**config.mk**
```make
export PLATFORM = sky130hd
export DESIGN_NAME = bcse_ctrl
export DESIGN_NICKNAME = d
export VERILOG_FILES = /design/src/bcse_pkg.sv /design/src/bcse_ctrl.sv
export SDC_FILE = /design/constraint.sdc
export NUM_CORES = 1
export LEC_CHECK = 0
export BUFFER_PORTS_ARGS = -buffer_cell sky130_fd_sc_hd__buf_2
export CORE_AREA = 2 2 39 41
export CTS_BUF_LIST = sky130_fd_sc_hd__clkbuf_8
export CTS_CLUSTER_DIAMETER = 40
export DETAILED_ROUTE_END_ITERATION = 12
export DIE_AREA = 0 0 41 43
export SYNTH_ARGS = -nofsm -noshare
export SYNTH_HDL_FRONTEND = slang
export SYNTH_SLANG_ARGS = --single-unit
```
**constraint.sdc**
```tcl
create_clock -name clk -period 1.6 [get_ports clk]
set_clock_uncertainty 0.05 [all_clocks]
set_input_delay 0.32 -clock clk [delete_from_list [all_inputs] [get_ports clk]]
set_output_delay 0.32 -clock clk [all_outputs]
set_load 0.005 [all_outputs]
```
**src/bcse_pkg.sv**
```systemverilog
// Shared types, operation codes and the open-circuit-voltage curve for the
// battery charge-state estimator. No dependencies.
package bcse_pkg;

  localparam int DIV_DW = 46;  // dividend and quotient width of the shared divider
  localparam int DIV_VW = 32;  // divisor width
  localparam int DIV_CW = 6;   // divider step counter width
  localparam int IDX_W  = 5;   // curve index width, curve has at most 32 points

  localparam logic [30:0] FULL_CHARGE_RST = 31'd6328800;
  localparam logic [9:0]  STEP_MS_RST     = 10'd50;
  localparam logic [7:0]  SOC_FULL        = 8'd200;

  // Reciprocals for the constant divides. Each is ceil(2^k / d), and the
  // rounding error stays small enough that the top bits of the product give
  // the exact truncated quotient over the operand range used.
  localparam logic [26:0] RECIP_1000   = 27'd68719477;    // 2^36 / 1000, for x < 2^26
  localparam logic [27:0] RECIP_10K_LO = 28'd219902326;   // 2^41 / 10000, for x < 2^27
  localparam logic [31:0] RECIP_10K_HI = 32'd3518437209;  // 2^45 / 10000, for x < 2^31

  localparam logic CMD_PREDICT = 1'b0;
  localparam logic CMD_CORRECT = 1'b1;

  localparam logic CFG_FULL_CHARGE = 1'b0;
  localparam logic CFG_STEP_MS     = 1'b1;

  typedef logic [3:0] op_t;
  localparam op_t OP_IDLE        = 4'd0;
  localparam op_t OP_ACCEPT      = 4'd1;
  localparam op_t OP_DIV_DELTA   = 4'd2;
  localparam op_t OP_APPLY_DELTA = 4'd3;
  localparam op_t OP_SUM         = 4'd4;
  localparam op_t OP_TAKE_SOC    = 4'd5;
  localparam op_t OP_EMIT        = 4'd6;
  localparam op_t OP_SEARCH      = 4'd7;
  localparam op_t OP_DIV_INTERP  = 4'd8;
  localparam op_t OP_TAKE_S      = 4'd9;
  localparam op_t OP_DIV_INIT    = 4'd10;
  localparam op_t OP_TAKE_INIT   = 4'd11;
  localparam op_t OP_FINAL       = 4'd12;
  localparam op_t OP_RECIP_DELTA = 4'd13;
  localparam op_t OP_RECIP_INIT  = 4'd14;

  typedef struct packed {
    logic div_done;   // divider holds a finished quotient
    logic pred_div;   // predict sum is in range and needs the SOC divide
    logic full_nz;    // full charge register is nonzero
    logic found;      // current curve interval holds the voltage
    logic last;       // current curve interval is the last one
    logic out_free;   // output register can take a beat this cycle
  } dp_stat_t;

  function automatic logic [15:0] bcse_curve(input logic [IDX_W-1:0] idx);
    logic [15:0] pt;
    unique case (idx)
      5'd0:    pt = 16'd25000;
      5'd1:    pt = 16'd29755;
      5'd2:    pt = 16'd31796;
      5'd3:    pt = 16'd32849;
      5'd4:    pt = 16'd33836;
      5'd5:    pt = 16'd34758;
      5'd6:    pt = 16'd35614;
      5'd7:    pt = 16'd36338;
      5'd8:    pt = 16'd37194;
      5'd9:    pt = 16'd37948;
      default: pt = 16'd42000;
    endcase
    return pt;
  endfunction

endpackage

```
**src/bcse_ctrl.sv**
```systemverilog
// Sequencer for the charge-state estimator: steps the datapath through
// predict and correction items. Depends on bcse_pkg.
module bcse_ctrl
  import bcse_pkg::*;
(
  input  logic     clk,
  input  logic     rst_n,
  input  logic     in_valid,
  input  logic     in_command,
  output logic     in_stall,
  input  dp_stat_t stat,
  output op_t      op
);

  localparam logic [3:0] S_IDLE     = 4'd0;
  localparam logic [3:0] S_DELTA    = 4'd1;
  localparam logic [3:0] S_DELTA_Q  = 4'd2;
  localparam logic [3:0] S_SUM      = 4'd3;
  localparam logic [3:0] S_SOC_W    = 4'd4;
  localparam logic [3:0] S_EMIT     = 4'd5;
  localparam logic [3:0] S_SEARCH   = 4'd6;
  localparam logic [3:0] S_INTERP   = 4'd7;
  localparam logic [3:0] S_INTERP_W = 4'd8;
  localparam logic [3:0] S_INIT     = 4'd9;
  localparam logic [3:0] S_INIT_Q   = 4'd10;
  localparam logic [3:0] S_FINAL    = 4'd11;
  localparam logic [3:0] S_APPLY    = 4'd12;
  localparam logic [3:0] S_INIT_T   = 4'd13;

  logic [3:0] state_r, state_nxt;

  assign in_stall = (state_r != S_IDLE);

  always_comb begin
    state_nxt = state_r;
    op        = OP_IDLE;
    unique case (state_r)
      S_IDLE: begin
        if (in_valid) begin
          op        = OP_ACCEPT;
          state_nxt = (in_command == CMD_CORRECT) ? S_SEARCH : S_DELTA;
        end
      end
      S_DELTA: begin
        op        = OP_DIV_DELTA;
        state_nxt = S_DELTA_Q;
      end
      S_DELTA_Q: begin
        op        = OP_RECIP_DELTA;
        state_nxt = S_APPLY;
      end
      S_APPLY: begin
        op        = OP_APPLY_DELTA;
        state_nxt = S_SUM;
      end
      S_SUM: begin
        op        = OP_SUM;
        state_nxt = stat.pred_div ? S_SOC_W : S_EMIT;
      end
      S_SOC_W: begin
        if (stat.div_done) begin
          op        = OP_TAKE_SOC;
          state_nxt = S_EMIT;
        end
      end
      S_EMIT: begin
        if (stat.out_free) begin
          op        = OP_EMIT;
          state_nxt = S_IDLE;
        end
      end
      S_SEARCH: begin
        op = OP_SEARCH;
        if (stat.found) begin
          state_nxt = S_INTERP;
        end else if (stat.last) begin
          state_nxt = S_EMIT;
        end
      end
      S_INTERP: begin
        op        = OP_DIV_INTERP;
        state_nxt = S_INTERP_W;
      end
      S_INTERP_W: begin
        if (stat.div_done) begin
          op        = OP_TAKE_S;
          state_nxt = S_INIT;
        end
      end
      S_INIT: begin
        op        = OP_DIV_INIT;
        state_nxt = S_INIT_Q;
      end
      S_INIT_Q: begin
        op        = OP_RECIP_INIT;
        state_nxt = S_INIT_T;
      end
      S_INIT_T: begin
        op        = OP_TAKE_INIT;
        state_nxt = S_FINAL;
      end
      S_FINAL: begin
        op        = OP_FINAL;
        state_nxt = stat.full_nz ? S_SOC_W : S_EMIT;
      end
      default: begin
        state_nxt = S_IDLE;
      end
    endcase
  end

  always_ff @(posedge clk) begin
    if (!rst_n) begin
      state_r <= S_IDLE;
    end else begin
      state_r <= state_nxt;
    end
  end

  a_predict_path: assert property (@(posedge clk) disable iff (!rst_n)
    (in_valid && !in_stall && in_command == CMD_PREDICT) |=> state_r == S_DELTA)
    else $error("accepted predict beat did not start the delta divide");

endmodule

```
* Word level (Yosys, flattened, before mapping)
Cells that the tools add are included.
Widths: inputs -> output; s select.
** Operators by class
- Equality and inequality tests :: 18
- Shifts and indexed selects :: 0
- Multiplexer cells :: 15
- Divide/modulo/power cells :: 0
- Add/sub/neg operators :: 0
- Bitwise operators :: 0
- Reduce and logical (&&, ||, !) cells :: 3
- $lt $le $gt $ge :: 0
- Multiply operators :: 0
** Operator list (count)
- $pmux 4 s14 :: 2
- $mux 4 :: 7
- $eq 4x4->1 const B :: 6
- $eq 4x3->1 const B :: 4
- $mux 3 :: 3
- $eq 4x2->1 const B :: 2
- $ne 2x2->1 const B :: 4
- $reduce_and 5->1 :: 1
- $eq 4x1->1 const B :: 1
- $logic_not 4->1 :: 1
- $reduce_bool 4->1 :: 1
- $mux 1 :: 3
- $ne 3x3->1 const B :: 1
** Word-level totals
- Memories :: 0
- Memory bits (read-only) :: 0
- Register bits after elaboration :: 4
- Bits in writable memories :: 0
- Output and inout port bits :: 5
- Latch bits :: 0
- Logic and storage cells :: 37

* Logic depth before layout (Yosys ltp)
- Depth in word-level cells :: 3
- Gate-level depth with buffers :: 5
- Gate-level depth less buffers :: 4

* Least setup slack after synthesis
No wires, ideal clock.
- Kind :: reg2out
- From :: reg state_r[0]
- To :: out op[0]
- Required time :: 1.230 ns
- Setup slack :: 0.265 ns
- Cell stages (with the launch flop) :: 6
- Arrival time :: 0.965 ns
- Cell sequence :: dfxtp_1 > buf_6 > nor2b_1 > maj3_1 > nand2_1 > o21ai_0
** On the way
- Cells in the longest elaborated chain, start to end :: 2
** RTL lines
- start: declaration :: RTL line bcse_ctrl.sv:30 : logic [3:0] state_r, state_nxt;
- start signal: assignment :: RTL line bcse_ctrl.sv:116 : state_r <= state_nxt;
- $eq 4x4->1 (tied with other cells) :: RTL line bcse_ctrl.sv:37 : unique case (state_r)
- $pmux 4 s14 (*) :: RTL line bcse_ctrl.sv:37
- end: declaration :: RTL line bcse_ctrl.sv:12 : output op_t op
Mark *: on every way between the ends. The rest lies on a longest branch, timed or not.

* Worst setup path after layout
- From :: reg state_r[3]
- To :: out op[0]
The elaborated chain is that of the path after synthesis.

==> metrics.md <==
| Metric | Value |
|---|---|
| Slew headroom | `about 88%` |
| Core Footprint | `1380 µm²` |
| # port buffers | `14` |
| Seq/Total Area, Yosys | `between 10% and 20%` |
| Top_reg_cell synth | `dfxtp_1` |
| Kind of critical path | `flip-flop to output pin` |
| Mapped Nets | `75` |
| Top-count cell post-synth | `nand2_1` |
| Number of clock sinks | `4` |
| Post-DR wirelength/cell | `approximately 12 µm` |
| Post-route ant nets | `0` |
| WHS | `0.342 ns` |
| Crit-path slowest cell | `dfxtp_4` |
| GRT met2 Usage | `25.9%` |
| Final number of hold-violating endpoints | `0` |
| Detailed Route Iter0 Violations | `13` |
| Critical-path cell list | `or2_4 > buf_6 > o21ai_2 > buf_2` |
| Worst min path class | `input pin to flip-flop` |
| Adder-cell share of the synthesized area | `slightly below 2%` |
| Post-synth top area cell | `dfxtp_1` |
| Largest registers | `state_r x4` |
| Maxcap violations | `0` |
| Req. time, crit path | `roughly 1.2 ns` |
| Fin crit share | `between 90 and 100%` |
| Tot GR Track Use | `~17%` |
| Worst-Margin Slew | `approximately 0.18 ns` |
| Layout cells sized above 1 | `between 50% and 60%` |
| Worst r2r src | `state_r[3]` |
| Post-synth top cells | `nand2_1 (8), buf_6 (4), dfxtp_1 (4), o21ai_0 (4)` |
| R2R cell count | `8` |
| Die H | `about 43 µm` |
| Routability congestion estimate | `around 0.84` |
| DR DRC count | `0` |
| Hold path cells | `3` |
| Synth area leaders | `dfxtp_1 (16%), buf_6 (8.8%), nand2_1 (5.9%)` |
| Number of synthesized register bits | `4` |
| Vias in the first global route | `533` |
| Leak | `0.000325 µW` |
| Outcome | `finished, final reports clean` |
| Biggest register | `state_r` |
| GRT met1 Usage | `a little under a quarter` |
| CTS tree | `done` |
| Hold EP | `state_r[0]` |
| Post-Syn Area per Cell | `between 7 and 8 µm²` |
| Global-route wire length before repair | `roughly 2.1 mm` |
| Final cell utilization of the core | `between 50 and 60%` |
| Maximum clock frequency | `638 MHz` |
| Final count of negative-setup-slack endpoints | `0` |
| RSZ-0062 raised after global routing | `true` |
| Min-Delay Startpoint | `rst_n` |
| Vias | `~610` |
| Area grow syn2layout | `44.2%` |
| VDD IR max | `around 0.9 mV` |
| Initial core utilization | `between 30% and 40%` |
| Reg2Reg Setup Slack | `approximately 0.12 ns` |
| Final WL | `1.35 mm` |
| CP endpoint kind | `output pin` |
| Post-layout nets | `about 100` |
| Critical path arrival | `1.20 ns` |
| Die X | `41 µm` |
| Pwr dens | `~2100 nW/µm²` |
| Die area | `between 1500 and 2000 µm²` |
| Compound-Gate Fraction of Synth Area | `38.6%` |
| GRT Max-Usage Layer | `met2` |
| Grt met3 use | `under 10%` |
| Mapped Area | `a little over 500 µm²` |
| First drt pass iteration count | `4` |
| Total grt overflow | `0` |
| Largest register FFs | `4` |
| Clock transition at path regs | `~0.03 ns` |
| Synth unique cells | `34` |
| Clk_lat worst skew | `0.21 ns` |
| IO Pins | `15` |
| Ys Warns | `0` |
| Rows | `14` |
| H-tree levels | `1` |
| Crit-path max FO | `7` |
| Largest stage delay, worst path | `around 0.37 ns` |
| Via density | `~5.6` |
| Maximum buffer depth of the clock tree | `2` |
| Initial antenna violation count | `0` |
| Number of synthesized flops with an enable pin | `0` |
| Largest family of logic cells by synthesized area | `compound AO/OA/AOI/OAI gates` |
| Largest net degree at the start of global routing | `13` |
| Mux cell area share after synthesis | `4.42%` |
| Reg2reg end | `state_r[0]` |
| Clock root buffer | `clkbuf_8` |
| Simple-gate share of the synthesized area | `roughly a quarter` |
| Hpwl dp | `about 920 µm` |
| Setup crit start kind | `flip-flop` |
| Fin. max-slew vios | `0` |
| FFs w/ async S/R, synth | `0%` |
| Setup crit start | `state_r[3]` |
| Post-Synth XOR/XNOR Area | `3.19%` |
| CTS buffer count | `3` |
| Share of the synthesized area in the top cell type | `about 16%` |
| Syn Inst Count | `65` |
| Final worst path period need | `around 1.6 ns` |
| Ant. Diodes | `0` |
cell type report:
class,count,area [µm²]
Clock buffer,3,41.3
Timing Repair Buffer,29,186
Multi-Input combinational cell,53,378
Inverter,3,13.8
Tap cell,16,20.0
Fill cell,132,649
Sequential cell,4,95.1
placed cells by master, fill, tap and decap left out, types with 2 or more instances in the layout:
master,Yosys,final
buf_2,0,14
nor2_2,2,2
o21ai_2,1,2
nand3_1,3,3
dfxtp_4,0,4
inv_2,3,2
nor2_1,3,3
a2bb2oi_1,2,2
a21o_1,2,2
clkbuf_8,0,3
o21ai_1,2,2
a21boi_1,2,2
o21ai_0,4,3
nand2_1,8,7
a21oi_1,3,3
buf_4,0,14
a31oi_1,3,3
critical path: cells and delay by family, from the launching register on:
family | cells | cell delay [ns]
compound gates | 1 | 0.11
buf+inv | 2 | 0.24
flops | 1 | 0.37
simple gates | 1 | 0.26
where the power goes:
part           internal, µW  leakage, µW  switching (µW)
Clock                   160    0.0000216            45.2
Combinational           583     0.000267             479
Sequential              172    0.0000356             130
Total                   915     0.000325             654
per-stage QoR:
stage                     TNS (ns)  setup slack [ns]  total power [µW]  instance area (µm²)  std cells
final                            0            0.0329              1570                  734        108
after CTS                  -0.0454           -0.0299              1530                  726        109
after detailed placement         0            0.0662              1220                  627         99
after global placement           0            0.0722              1230                  627         99
after floorplan                  0             0.265               924                  509         65
after global routing      -0.00130          -0.00127              1690                  734        108
how the worst max path moves through the flow:
| stage | to | cells after the start |
|---|---|---|
| finish | op[0] | 4 |
| global route | op[2] | 5 |
| CTS | op[0] | 5 |
| detailed placement | op[0] | 6 |
| global placement | op[0] | 6 |
| floorplan | op[0] | 5 |
routing by layer:
metal	share of wire [%]	vias to the layer above	wire length, µm
li1	-	297	-
met1	44	294	594
met2	50	16	668
met3	4.9	2	66
met4	1.3	0	17
met5	0	-	0
cells by family (layout without fill, tap and decap cells):
logic type | Yosys count | count (layout)
adders and majority gates | 1 | 1
buffers and inverters | 8 | 35
muxes | 2 | 2
AOI/OAI and AO/OA | 27 | 27
DFF | 4 | 4
and+or+nand+nor | 22 | 22
xor gates and xnor gates | 1 | 1
repair_timing:
| action | CTS | global route |
|---|---|---|
| endpoints found under the setup margin | 4 | 5 |
| cloned | 0 | 0 |
| hold buffers | 0 | 0 |
| buffers inserted | 7 | 0 |
| pin swaps | 0 | 3 |
| gates resized for setup | 5 | 11 |
Power figures use the tool's default switching activity.
